===== src/rtl/pfcphd_pkg.sv =====
// ----------------------------------------------------------------------------
// PFCP header deframer package
// Result record, event codes, parser modes and header constants.
// ----------------------------------------------------------------------------
package pfcphd_pkg;

    // Event codes carried in event_res.
    localparam logic [2:0] EV_PAYLOAD  = 3'd0;
    localparam logic [2:0] EV_HEADER   = 3'd1;
    localparam logic [2:0] EV_SHORT    = 3'd2;
    localparam logic [2:0] EV_LEN_DATA = 3'd3;
    localparam logic [2:0] EV_PRIO     = 3'd4;
    localparam logic [2:0] EV_LEN_HDR  = 3'd5;

    // Header geometry, in bytes.
    localparam logic [3:0]  LAST_POS_SHORT = 4'd7;
    localparam logic [3:0]  LAST_POS_SEID  = 4'd15;
    localparam logic [3:0]  SEQ_POS_SHORT  = 4'd4;
    localparam logic [3:0]  SEQ_POS_SEID   = 4'd12;
    localparam logic [3:0]  SEID_POS_FIRST = 4'd4;
    localparam logic [3:0]  SEID_POS_LAST  = 4'd11;
    localparam logic [15:0] EXTRA_SHORT    = 16'd4;
    localparam logic [15:0] EXTRA_SEID     = 16'd12;

    typedef enum logic [2:0] {
        MODE_HEADER  = 3'b001,
        MODE_PAYLOAD = 3'b010,
        MODE_DROP    = 3'b100
    } t_mode;

    typedef struct packed {
        logic [2:0]  event_res;
        logic [7:0]  payload_byte;
        logic [2:0]  version;
        logic [7:0]  msg_code;
        logic        rsp_flag;
        logic        seid_flag;
        logic [63:0] session_id;
        logic [23:0] sequence_number;
        logic        prio_flag;
        logic [3:0]  priority_res;
        logic [15:0] payload_length;
        logic        more_flag;
    } t_result;

    function automatic logic code_is_reply(input logic [7:0] code);
        logic rsp;
        case (code)
            8'd2, 8'd4, 8'd6, 8'd8, 8'd10, 8'd11, 8'd13, 8'd15,
            8'd51, 8'd53, 8'd55, 8'd57: rsp = 1'b1;
            default: rsp = 1'b0;
        endcase
        return rsp;
    endfunction

    // A result that carries only an event code and a byte; all else is zero.
    function automatic t_result simple_result(input logic [2:0] ev,
                                              input logic [7:0] data);
        t_result res;
        res              = '0;
        res.event_res    = ev;
        res.payload_byte = data;
        return res;
    endfunction

endpackage


===== src/rtl/pfcphd_parser.sv =====
// ----------------------------------------------------------------------------
// PFCP header deframer: byte parser
// Holds the header/payload/drop state and turns one byte into up to two
// results. The second result, when present, is always a length error.
// ----------------------------------------------------------------------------
module pfcphd_parser (
    input  logic                i_clk,
    input  logic                i_rst_n,
    input  logic                i_advance,
    input  logic [7:0]          i_byte,
    input  logic                i_last,
    output logic [1:0]          o_count,
    output pfcphd_pkg::t_result o_first
);
    import pfcphd_pkg::*;

    t_mode       r_mode, n_mode;
    logic [3:0]  r_pos, n_pos;
    logic [7:0]  r_flag, n_flag;
    logic [7:0]  r_type, n_type;
    logic [15:0] r_len, n_len;
    logic [63:0] r_seid, n_seid;
    logic [23:0] r_seq, n_seq;
    logic [15:0] r_rem, n_rem;

    logic [7:0]  flag_cur;
    logic        s_flag;
    logic        mp_flag;
    logic [3:0]  last_pos;
    logic [3:0]  seq_pos;
    logic [15:0] extra;
    logic [15:0] rem_dec;
    logic [15:0] body_len;

    always_comb begin
        flag_cur = (r_pos == 4'd0) ? i_byte : r_flag;
        s_flag   = flag_cur[0];
        mp_flag  = flag_cur[1];
        last_pos = s_flag ? LAST_POS_SEID : LAST_POS_SHORT;
        seq_pos  = s_flag ? SEQ_POS_SEID : SEQ_POS_SHORT;
        extra    = s_flag ? EXTRA_SEID : EXTRA_SHORT;
        rem_dec  = r_rem - 16'd1;
        body_len = r_len - extra;
    end

    always_comb begin
        n_mode  = r_mode;
        n_pos   = r_pos;
        n_flag  = r_flag;
        n_type  = r_type;
        n_len   = r_len;
        n_seid  = r_seid;
        n_seq   = r_seq;
        n_rem   = r_rem;
        o_count = 2'd0;
        o_first = simple_result(EV_PAYLOAD, 8'd0);

        case (r_mode)
            MODE_DROP: begin
                if (i_last) begin
                    n_mode = MODE_HEADER;
                end
            end
            MODE_PAYLOAD: begin
                o_count = 2'd1;
                o_first = simple_result(EV_PAYLOAD, i_byte);
                n_rem   = rem_dec;
                if (rem_dec == 16'd0) begin
                    n_mode = MODE_HEADER;
                end else if (i_last) begin
                    o_count = 2'd2;
                    n_rem   = 16'd0;
                    n_mode  = MODE_HEADER;
                end
            end
            MODE_HEADER: begin
                if (r_pos == 4'd0) begin
                    n_flag = i_byte;
                    n_seid = '0;
                    n_seq  = '0;
                end
                if (r_pos == 4'd1) begin
                    n_type = i_byte;
                end else if (r_pos == 4'd2 || r_pos == 4'd3) begin
                    n_len = {r_len[7:0], i_byte};
                end else if (s_flag && r_pos >= SEID_POS_FIRST && r_pos <= SEID_POS_LAST) begin
                    n_seid = {r_seid[55:0], i_byte};
                end else if (r_pos >= seq_pos && r_pos <= seq_pos + 4'd2) begin
                    n_seq = {r_seq[15:0], i_byte};
                end

                if (r_pos != last_pos) begin
                    if (i_last) begin
                        o_count = 2'd1;
                        o_first = simple_result(EV_SHORT, 8'd0);
                        n_pos   = 4'd0;
                    end else begin
                        n_pos = r_pos + 4'd1;
                    end
                end else begin
                    n_pos = 4'd0;
                    // The length check takes precedence over the priority check.
                    if (r_len < extra || (mp_flag && !s_flag)) begin
                        o_count = 2'd1;
                        o_first = simple_result((r_len < extra) ? EV_LEN_HDR : EV_PRIO,
                                                8'd0);
                        n_mode  = i_last ? MODE_HEADER : MODE_DROP;
                    end else begin
                        o_count                 = 2'd1;
                        o_first                 = '0;
                        o_first.event_res       = EV_HEADER;
                        o_first.version         = r_flag[7:5];
                        o_first.msg_code        = r_type;
                        o_first.rsp_flag        = code_is_reply(r_type);
                        o_first.seid_flag       = s_flag;
                        o_first.session_id      = s_flag ? r_seid : 64'd0;
                        o_first.sequence_number = r_seq;
                        o_first.prio_flag       = mp_flag;
                        o_first.priority_res    = (s_flag && mp_flag) ? i_byte[3:0] : 4'd0;
                        o_first.payload_length  = body_len;
                        o_first.more_flag       = r_flag[2];
                        n_rem                   = body_len;
                        if (body_len == 16'd0) begin
                            n_mode = MODE_HEADER;
                        end else if (i_last) begin
                            o_count = 2'd2;
                            n_rem   = 16'd0;
                            n_mode  = MODE_HEADER;
                        end else begin
                            n_mode = MODE_PAYLOAD;
                        end
                    end
                end
            end
            default: begin
                n_mode = MODE_HEADER;
                n_pos  = 4'd0;
            end
        endcase
    end

    always_ff @(posedge i_clk) begin
        if (!i_rst_n) begin
            r_mode <= MODE_HEADER;
            r_pos  <= '0;
            r_flag <= '0;
            r_type <= '0;
            r_len  <= '0;
            r_seid <= '0;
            r_seq  <= '0;
            r_rem  <= '0;
        end else if (i_advance) begin
            r_mode <= n_mode;
            r_pos  <= n_pos;
            r_flag <= n_flag;
            r_type <= n_type;
            r_len  <= n_len;
            r_seid <= n_seid;
            r_seq  <= n_seq;
            r_rem  <= n_rem;
        end
    end

endmodule


===== src/rtl/pfcphd_out.sv =====
// ----------------------------------------------------------------------------
// PFCP header deframer: result register
// One result register plus a flag for the trailing length error that a
// byte may owe after its first result.
// ----------------------------------------------------------------------------
module pfcphd_out (
    input  logic                i_clk,
    input  logic                i_rst_n,
    input  logic                i_load,
    input  logic [1:0]          i_count,
    input  pfcphd_pkg::t_result i_first,
    input  logic                i_ready,
    output logic                o_slot_free,
    output logic                o_valid,
    output pfcphd_pkg::t_result o_result
);
    import pfcphd_pkg::*;

    logic    r_valid;
    logic    r_pend;
    t_result r_result;
    logic    take;

    assign take        = r_valid && i_ready;
    // The slot is free when empty, or when the current beat leaves with nothing owed.
    assign o_slot_free = !r_valid || (i_ready && !r_pend);
    assign o_valid     = r_valid;
    assign o_result    = r_result;

    always_ff @(posedge i_clk) begin
        if (!i_rst_n) begin
            r_valid <= 1'b0;
            r_pend  <= 1'b0;
        end else if (take && r_pend) begin
            r_pend <= 1'b0;
        end else if (i_load && i_count != 2'd0) begin
            r_valid <= 1'b1;
            r_pend  <= (i_count == 2'd2);
        end else if (take) begin
            r_valid <= 1'b0;
        end
    end

    always_ff @(posedge i_clk) begin
        if (take && r_pend) begin
            r_result <= simple_result(EV_LEN_DATA, 8'd0);
        end else if (i_load && i_count != 2'd0) begin
            r_result <= i_first;
        end
    end

endmodule


===== src/rtl/pfcp_header_deframer.sv =====
// ----------------------------------------------------------------------------
// PFCP header deframer
// Splits a byte stream of bundled PFCP messages into header and payload beats.
// ----------------------------------------------------------------------------
// Bytes enter through a one-beat input register and are parsed combinationally
// into a one-beat result register, so the block takes one byte per cycle
// while the output keeps up. A byte yields no beat (a header byte before the
// last, or dropped after an error), one beat (header, payload byte or error),
// or two beats when a buffer ends inside a declared payload: the byte or
// header is followed by a "length exceeds data" beat. Header fields appear
// on the header beat once the last header byte (8th, or 16th with SEID)
// arrives; all fields other than the event and payload byte are zero on
// non-header beats.
module pfcp_header_deframer (
    input  logic        i_clk,
    input  logic        i_rst_n,
    input  logic        i_valid,
    output logic        o_ready,
    input  logic [7:0]  i_data_byte,
    input  logic        i_buffer_end,
    output logic        o_valid,
    input  logic        i_ready,
    output logic [2:0]  o_event_res,
    output logic [7:0]  o_payload_byte,
    output logic [2:0]  o_version,
    output logic [7:0]  o_msg_code,
    output logic        o_rsp_flag,
    output logic        o_seid_flag,
    output logic [63:0] o_session_id,
    output logic [23:0] o_sequence_number,
    output logic        o_prio_flag,
    output logic [3:0]  o_priority_res,
    output logic [15:0] o_payload_length,
    output logic        o_more_flag
);
    import pfcphd_pkg::*;

    logic       r_in_valid;
    logic [7:0] r_in_byte;
    logic       r_in_last;

    logic       advance;
    logic       slot_free;
    logic [1:0] count;
    t_result    first;
    t_result    result;

    // A byte that produces nothing may retire even while the output stalls.
    assign advance = r_in_valid && (count == 2'd0 || slot_free);
    assign o_ready = !r_in_valid || advance;

    always_ff @(posedge i_clk) begin
        if (!i_rst_n) begin
            r_in_valid <= 1'b0;
        end else if (i_valid && o_ready) begin
            r_in_valid <= 1'b1;
        end else if (advance) begin
            r_in_valid <= 1'b0;
        end
    end

    always_ff @(posedge i_clk) begin
        if (i_valid && o_ready) begin
            r_in_byte <= i_data_byte;
            r_in_last <= i_buffer_end;
        end
    end

    pfcphd_parser u_parser (
        .i_clk     (i_clk),
        .i_rst_n   (i_rst_n),
        .i_advance (advance),
        .i_byte    (r_in_byte),
        .i_last    (r_in_last),
        .o_count   (count),
        .o_first   (first)
    );

    pfcphd_out u_out (
        .i_clk       (i_clk),
        .i_rst_n     (i_rst_n),
        .i_load      (advance),
        .i_count     (count),
        .i_first     (first),
        .i_ready     (i_ready),
        .o_slot_free (slot_free),
        .o_valid     (o_valid),
        .o_result    (result)
    );

    assign o_event_res       = result.event_res;
    assign o_payload_byte    = result.payload_byte;
    assign o_version         = result.version;
    assign o_msg_code        = result.msg_code;
    assign o_rsp_flag        = result.rsp_flag;
    assign o_seid_flag       = result.seid_flag;
    assign o_session_id      = result.session_id;
    assign o_sequence_number = result.sequence_number;
    assign o_prio_flag       = result.prio_flag;
    assign o_priority_res    = result.priority_res;
    assign o_payload_length  = result.payload_length;
    assign o_more_flag       = result.more_flag;

endmodule

===== config.mk =====
export PLATFORM = sky130hd
export DESIGN_NAME = pfcp_header_deframer
export DESIGN_NICKNAME = d
export VERILOG_FILES = /design/src/rtl/pfcphd_pkg.sv /design/src/rtl/pfcphd_parser.sv /design/src/rtl/pfcphd_out.sv /design/src/rtl/pfcp_header_deframer.sv
export SDC_FILE = /design/constraint.sdc
export NUM_CORES = 1
export LEC_CHECK = 0
export BUFFER_PORTS_ARGS = -buffer_cell sky130_fd_sc_hd__buf_2
export CORE_MARGIN = 5
export CORE_UTILIZATION = 40
export CTS_CLUSTER_DIAMETER = 80
export DETAILED_ROUTE_END_ITERATION = 10
export GPL_ROUTABILITY_DRIVEN = 0
export GPL_TIMING_DRIVEN = 1
export HOLD_SLACK_MARGIN = 0.08
export SLEW_MARGIN = 20
export SYNTH_ARGS = -nofsm -noshare
export SYNTH_HDL_FRONTEND = slang
export SYNTH_SLANG_ARGS = --single-unit

===== constraint.sdc =====
create_clock -name i_clk -period 4.45 [get_ports i_clk]
set_input_delay 0.2225 -clock i_clk [delete_from_list [all_inputs] [get_ports i_clk]]
set_output_delay 0.2225 -clock i_clk [all_outputs]
set_load 0.005 [all_outputs]

==> reports/qor.yml, run 1 <==
detailed_routing:
  drc_errors: 0
  viasPerCell: 5.48
  post_drt_wl_per_cell_um: 18.2
  antenna_violating_nets_post_route: 0
  vias: 9436
  drt_iter0_drc: 677
  firstDrtPassIters: 5
  route.final.wire_length_mm: 31.4
finish:
  layout-area-overhead-vs-synth_pct: 19.6
  n_antenna_cell: 0
  post_route_cells_drive_above_1_share_pct: 18.8
  final_net_count: 1344
  utilization_pct: 48.4
critical_path:
  critical_path_endpoint: "u_parser.r_len[3]"
  worst_path_largest_cell_delay_ns: 0.56
  critical-path-slowest-cell: "sky130_fd_sc_hd__nand2_1"
  critPathRequiredTime_ns: 4.88
  regToRegStartpoint: "u_parser.r_pos[0]"
  critical-path-top-delay-family: "simple AND/OR/NAND/NOR gates"
  endpoint_kind: "flop"
  criticalPathCategory: "reg -> reg"
  startpoint_type: "flop"
  worstRegToRegCells: 14
  timing.reg2reg.setup_slack_ns: 0.42
  setup.worst_path.start: "u_parser.r_pos[0]"
  cp.depth: 14
  timing.critical_path.fanout_max: 21
  arrival_ns: 4.46
  r2r-end: "u_parser.r_len[3]"
  critical_path_buf_inv_count: 3
  crit_chain: "inv_1 > ha_1 > nor3b_1 > mux2i_1 > buf_4 > ha_1 > a31o_2 > a21oi_1 > o21ai_1 > nor2_1 > buf_4 > nand2_1 > mux2i_1 > nor2_1"
timing:
  finalClockSkew_ns: 0.0273
  max_slew_margin_pct: 41.4
  measured_slew_at_the_worst_slew_check_pin_ns: 0.877
  final-setup-viol-count: 0
  setup_slack_ns: 0.423
  min_period_over_period_pct: 90.5
  sum_of_negative_setup_slack_ns: 0
  timing_max_transition_violations_final: 0
  holdWs_ns: 0.137
  clock.fmax_mhz: 248
  timing.final.crit_period_ns: 4.03
  setup_repair_after_global_routing_missed_its_margin: "false"
  hold_violations: 0
cts:
  clock_insertion_delay_at_the_later_pin_of_the_skew_report_ns: 0.56
  cts_tree: "yes"
  clock_tree.htree_level_count: 1
  clock_sink_count: 287
  clk_transition_reported_paths_ns: 0.07
  clockBufferDepth: 3
  number_of_cts_inserted_buffers: 30
  cts.root.buffer_cell: "sky130_fd_sc_hd__clkbuf_16"
synthesis:
  ys_warn_count: 0
  synthesis.area_per_instance_sq_um: 9.30
  synth_largest_type_area_fraction_pct: 49.6
  ys_async_sr_fraction_pct: 0
  synth_edf_count: 9
  synth_largest_area_cell: "sky130_fd_sc_hd__dfxtp_1"
  yosys_most_used_dff: "sky130_fd_sc_hd__dfxtp_1"
  ys_types: 77
  synthesis.area_sq_um: 11200
  synth_seq_area_share_pct: 52.0
  syn-instance-count: 1206
  syn-num-nets: 1229
  ys_ff_latch: 287
  post_synth_main_area_contributors: "sky130_fd_sc_hd__dfxtp_1 (50%), sky130_fd_sc_hd__a22o_1 (6.8%), sky130_fd_sc_hd__a22oi_1 (4.8%)"
die:
  core_area_sq_um: 27700
  floorplan.initialDensity_pct: 40.5
  placement_rows: 61
  die_footprint_sq_um: 31500
  die_x_um: 177
  num_io_pins: 149
  die_h_um: 177
power:
  leakage_power_total_nw: 5.73
  power.total_w: 0.00544
  cellPowerDensity_nw_per_um2: 405
  peakVddDrop_mv: 0.303
placed_design:
  dp.final_hpwl_mm: 20.6
  worst_setup_slack_before_clock_tree_synthesis_ns: 0.487
  numPortBuffers: 148
grt:
  antenna_found_initial: 0
  largest_net_degree_at_the_start_of_global_routing: 71
  global_route.overflow_total: 0
  grt_pass1_wl_mm: 49.8
  vias_in_the_first_global_route: 8951
  grt_usage_pct: 19.2
min_path:
  min_path_type: "in -> reg"
flow_run:
  max_cap_viol_count: 0
status:
  run_status: "finished, final reports clean"
-- how the worst min path moves through the flow --
| stage | start | slack [ns] | cells after the start | end |
|---|---|---|---|---|
| detailed placement | i_data_byte[3] | 0.40 | 1 | r_in_byte[3] |
| CTS | i_rst_n | 0.09 | 2 | u_parser.r_mode[0] |
| finish | i_rst_n | 0.14 | 2 | u_parser.r_mode[0] |
| floorplan | i_data_byte[0] | 0.32 | 0 | r_in_byte[0] |
| global route | i_rst_n | 0.13 | 2 | u_parser.r_mode[0] |
| global placement | i_data_byte[2] | 0.40 | 1 | r_in_byte[2] |
-- final cells by class --
| class | instances | area [sq um] |
|---|---|---|
| clock buffer | 41 | 896 |
| clock inverter | 14 | 183 |
| fill | 2671 | 14300 |
| inverter | 18 | 67.6 |
| multi-input combinational | 801 | 4890 |
| sequential | 287 | 5840 |
| tap | 378 | 473 |
| timing repair buffer | 183 | 1070 |
-- power breakdown --
group          switching, W  internal [W]
combinational     0.0000969     0.0000418
sequential        0.0000227       0.00259
clock               0.00104       0.00164
total               0.00116       0.00428
-- stage by stage --
step | instances | area, sq um
5_1_grt | 1722 | 13400
2_1_floorplan | 1206 | 11200
3_3_place_gp | 1656 | 12200
3_5_place_dp | 1656 | 12200
6_report | 1722 | 13400
4_1_cts | 1722 | 13400
-- cells in the mapped netlist (4+ instances only) --
cell	count
sky130_fd_sc_hd__dfxtp_1	278
sky130_fd_sc_hd__nor2_1	133
sky130_fd_sc_hd__nand2_1	117
sky130_fd_sc_hd__a21oi_1	93
sky130_fd_sc_hd__a22o_1	87
sky130_fd_sc_hd__nand3_1	83
sky130_fd_sc_hd__a22oi_1	71
sky130_fd_sc_hd__clkbuf_1	70
sky130_fd_sc_hd__nor3_1	27
sky130_fd_sc_hd__mux2i_1	19
sky130_fd_sc_hd__inv_1	17
sky130_fd_sc_hd__buf_1	15
sky130_fd_sc_hd__o21ai_0	14
sky130_fd_sc_hd__xor2_1	10
sky130_fd_sc_hd__edfxtp_1	9
sky130_fd_sc_hd__ha_1	9
sky130_fd_sc_hd__xnor2_1	8
sky130_fd_sc_hd__a211oi_1	7
sky130_fd_sc_hd__nand4_1	7
sky130_fd_sc_hd__nor4_1	7
sky130_fd_sc_hd__buf_6	6
sky130_fd_sc_hd__a31oi_1	5
sky130_fd_sc_hd__buf_2	5
sky130_fd_sc_hd__nand2b_1	5
sky130_fd_sc_hd__nor3b_1	5
sky130_fd_sc_hd__o21a_1	5
sky130_fd_sc_hd__o31ai_1	5
sky130_fd_sc_hd__and3_1	4
sky130_fd_sc_hd__nand4b_1	4
sky130_fd_sc_hd__o211ai_1	4
sky130_fd_sc_hd__o21ai_1	4
sky130_fd_sc_hd__or3_1	4
-- layer usage --
metal | vias up | GRT usage [%] | wire (um)
li1 | 4592 | - | -
met1 | 4519 | 26.6 | 14400
met2 | 272 | 31.3 | 14500
met3 | 53 | 3.20 | 1780
met4 | 0 | 5.16 | 752
met5 | - | 0 | 0
-- flip-flops by register name, summed over array words and instances, names as in the netlist --
register	cells
r_in_valid	1
u_out.r_pend	1
u_parser.r_seq	24
u_parser.r_len	16
u_out.o_valid	1
u_parser.r_type	8
u_parser.r_pos	4
u_parser.r_rem	16
u_parser.r_flag	6
u_parser.r_seid	64
r_in_last	1
r_in_byte	8
u_out.o_result	134
u_parser.r_mode	3
-- logic make-up after synthesis --
group	Yosys count	share of synthesized area, %
xor gates and xnor gates	18	1.41
adders and majority gates	10	1.18
muxes	20	1.80
AOI/OAI and AO/OA	327	20.9
DFF	287	52.0
and+or+nand+nor	426	17.9
buffers and inverters	118	4.71
-- placed cells by master, fill, tap and decap left out, drive strengths merged, types with 4 or more instances in the layout --
cell / synthesis / routed
ha: 9 / 9
inv: 17 / 18
nand2: 118 / 118
nand4b: 4 / 4
dlygate4sd3: 0 / 11
dfxtp: 278 / 278
nor3: 28 / 28
nor4: 8 / 8
bufinv: 0 / 4
clkbuf: 73 / 41
xor2: 10 / 10
a22oi: 71 / 71
nand2b: 5 / 5
xnor2: 8 / 8
a21oi: 95 / 95
o21ai: 19 / 19
buf: 27 / 172
mux2i: 19 / 19
or4: 4 / 4
nor3b: 5 / 5
edfxtp: 9 / 9
o31a: 4 / 4
clkinv: 1 / 8
and3: 4 / 4
a211oi: 7 / 7
nand4: 7 / 7
nor2: 133 / 133
o21a: 5 / 5
a31oi: 5 / 5
o211ai: 6 / 6
o31ai: 5 / 5
nand3: 83 / 83
a22o: 87 / 87
nor4b: 5 / 5
or3: 5 / 5
-- worst reg2reg max path, stage by stage (launching register included) --
cell	delay (ns)
sky130_fd_sc_hd__dfxtp_1	0.34
sky130_fd_sc_hd__inv_1	0.14
sky130_fd_sc_hd__ha_1	0.16
sky130_fd_sc_hd__nor3b_1	0.28
sky130_fd_sc_hd__mux2i_1	0.27
sky130_fd_sc_hd__buf_4	0.17
sky130_fd_sc_hd__ha_1	0.27
sky130_fd_sc_hd__a31o_2	0.26
sky130_fd_sc_hd__a21oi_1	0.41
sky130_fd_sc_hd__o21ai_1	0.24
sky130_fd_sc_hd__nor2_1	0.15
sky130_fd_sc_hd__buf_4	0.25
sky130_fd_sc_hd__nand2_1	0.56
sky130_fd_sc_hd__mux2i_1	0.37
sky130_fd_sc_hd__nor2_1	0.06
-- what timing repair did --
action,CTS,global route
endpoints found under the hold margin,12,0
setup buffers,0,0
hold buffers,11,0
gates resized for setup,0,0
Power figures use the tool's default switching activity.
==> run 2: changes to the inputs <==
--- a/config.mk
+++ b/config.mk
@@ -6,6 +6,7 @@
 export NUM_CORES = 1
 export LEC_CHECK = 0
 export BUFFER_PORTS_ARGS = -buffer_cell sky130_fd_sc_hd__buf_2
+export CORE_ASPECT_RATIO = 1.2
 export CORE_MARGIN = 5
 export CORE_UTILIZATION = 40
 export CTS_CLUSTER_DIAMETER = 80
==> run 2 against run 1 <==
Effect of this change: non-clock buffer count increased by 3; fmax increased by 1.8%; via count increased by 0.82%; final area decreased by 0.37%; largest cell class unchanged; largest power group is now registers.
==> reports/qor.yml, run 2 (synthesis results as in run 1) <==
status:
  run_status: "finished, final reports clean"
power:
  peakVddDrop_mv: 0.252
  power.total_w: 0.00530
  p_clk_share_pct: 48.1
  internal_power_w: 0.00414
  share_seq_of_total_power_pct: 49.2
  switching_share_pct: 22.0
  p_switching_w: 0.00117
  cellPowerDensity_nw_per_um2: 397
  combPwrFrac_pct: 2.7
  leakage_power_total_nw: 5.72
detailed_routing:
  drc_errors: 0
  viasPerCell: 5.51
  firstDrtPassIters: 6
  post_drt_wl_per_cell_um: 18.3
  route.final.wire_length_mm: 31.6
  antenna_violating_nets_post_route: 0
  vias: 9513
  drt_iter0_drc: 870
min_path:
  min_path_type: "in -> reg"
  hold-path-cell-count: 2
  worst_min_delay_path_startpoint: "i_rst_n"
placed_design:
  numPortBuffers: 148
  numPlacedInstances: 1660
  place_area_sq_um: 12200
  dp.final_hpwl_mm: 20.9
finish:
  layout-area-overhead-vs-synth_pct: 19.1
  most-common-layout-cells: "sky130_fd_sc_hd__dfxtp_1 (278), sky130_fd_sc_hd__buf_2 (148), sky130_fd_sc_hd__nor2_1 (132)"
  layout.cells.most_common: "sky130_fd_sc_hd__dfxtp_1"
  n_antenna_cell: 0
  post_route_cells_drive_above_1_share_pct: 19.1
  fillers: 2686
  largest_register_ff_count: 134
  fin_cells: 1725
  finish.instance_area_sq_um: 13400
  final_net_count: 1346
cts:
  clock_tree.htree_level_count: 1
  cts_resized: 0
  number_of_cts_inserted_buffers: 29
  clock_sink_count: 287
  cts_tree: "yes"
  cts.root.buffer_cell: "sky130_fd_sc_hd__clkbuf_16"
  clockBufferDepth: 3
  clock_insertion_delay_at_the_later_pin_of_the_skew_report_ns: 0.56
  clk_transition_reported_paths_ns: 0.07
timing:
  setup_repair_after_global_routing_missed_its_margin: "false"
  final-setup-viol-count: 0
  timing_max_transition_violations_final: 0
  min_period_over_period_pct: 88.9
  timing.final.crit_period_ns: 3.95
  measured_slew_at_the_worst_slew_check_pin_ns: 1.00
  clock.fmax_mhz: 253
  finalClockSkew_ns: 0.0126
  max_slew_margin_pct: 33.0
  sum_of_negative_setup_slack_ns: 0
  hold_violations: 0
grt:
  largest_net_degree_at_the_start_of_global_routing: 84
  grt_pass1_wl_mm: 50.1
  vias_in_the_first_global_route: 8978
  global_route.overflow_total: 0
  grt_usage_pct: 19.1
  antenna_found_initial: 0
die:
  num_io_pins: 149
  placement_rows: 67
  die_x_um: 163
  die_footprint_sq_um: 31500
  floorplan.initialDensity_pct: 40.3
  core_area_sq_um: 27800
  die_h_um: 193
critical_path:
  arrival_ns: 4.41
  endpoint_kind: "flop"
  startpoint_type: "flop"
  criticalPathCategory: "reg -> reg"
  worstRegToRegCells: 15
  critPathRequiredTime_ns: 4.90
  regToRegStartpoint: "u_parser.r_pos[1]"
  setup.worst_path.start: "u_parser.r_pos[1]"
  timing.critical_path.fanout_max: 15
flow_run:
  max_cap_viol_count: 0
[run 2: cell types whose count changed in the layout (fill, tap and decap cells not counted), sizes merged]
| cell | before | now |
|---|---|---|
| buf | 172 | 175 |
| bufinv | 4 | 2 |
| clkinv | 8 | 9 |
[run 2: cell type report]
cell class / count / area [sq um] / area share [%]
flip-flops and latches: 287 / 5840 / 43.7
multi-input cells: 801 / 4890 / 36.6
repair buffers: 186 / 1080 / 8.07
clock buffers: 41 / 882 / 6.60
well taps: 379 / 474 / 3.55
clock inverters: 13 / 135 / 1.01
inverters: 18 / 67.6 / 0.506
[run 2: worst paths after layout]
check / to / slack, ns
max: u_parser.r_rem[4] / 0.50
min: u_parser.r_mode[0] / 0.14
max reg2reg: u_parser.r_rem[4] / 0.50
min reg2reg: u_parser.r_seid[63] / 0.45
[run 2: power groups by stage]
stage,combinational [W],clock [W],sequential (W)
4_1_cts,0.000142,0.00261,0.00261
6_report,0.000142,0.00255,0.00261
2_1_floorplan,0.0000915,0,0.00266
3_3_place_gp,0.000133,0,0.00267
3_5_place_dp,0.000134,0,0.00267
5_1_grt,0.000155,0.00271,0.00261
[run 2: critical path, stage by stage (launching register included)]
cell	delay, ns
sky130_fd_sc_hd__dfxtp_1	0.35
sky130_fd_sc_hd__inv_1	0.14
sky130_fd_sc_hd__ha_1	0.17
sky130_fd_sc_hd__nor3b_1	0.31
sky130_fd_sc_hd__mux2i_1	0.12
sky130_fd_sc_hd__buf_4	0.17
sky130_fd_sc_hd__inv_1	0.08
sky130_fd_sc_hd__fa_1	0.27
sky130_fd_sc_hd__or4b_1	0.54
sky130_fd_sc_hd__nor4_2	0.57
sky130_fd_sc_hd__nor3_4	0.07
sky130_fd_sc_hd__o21ai_2	0.13
sky130_fd_sc_hd__buf_4	0.22
sky130_fd_sc_hd__nor2_1	0.15
sky130_fd_sc_hd__and2_1	0.22
sky130_fd_sc_hd__a221o_1	0.33
[run 2: per-layer routing]
| layer | track usage [%] | part of all wire [%] |
|---|---|---|
| met1 | 25.7 | 44 |
| met2 | 31.9 | 47 |
| met3 | 3.02 | 6.1 |
| met4 | 5.59 | 2.6 |
| met5 | 0 | 0 |
[run 2: through the flow]
step / util (%) / hold slack (ns) / setup slack (ns)
after detailed placement: 44.0 / 0.402 / 0.555
final: 48.0 / 0.140 / 0.495
after global routing: 48.0 / 0.141 / 0.290
after CTS: 48.0 / 0.0970 / 0.521
after global placement: 44.0 / 0.401 / 0.712
after floorplan: - / 0.321 / 0.679
[run 2: timing repair]
| action | CTS | global route |
|---|---|---|
| endpoints found under the hold margin | 12 | 0 |
| setup buffers | 0 | 0 |
| hold buffers | 11 | 0 |
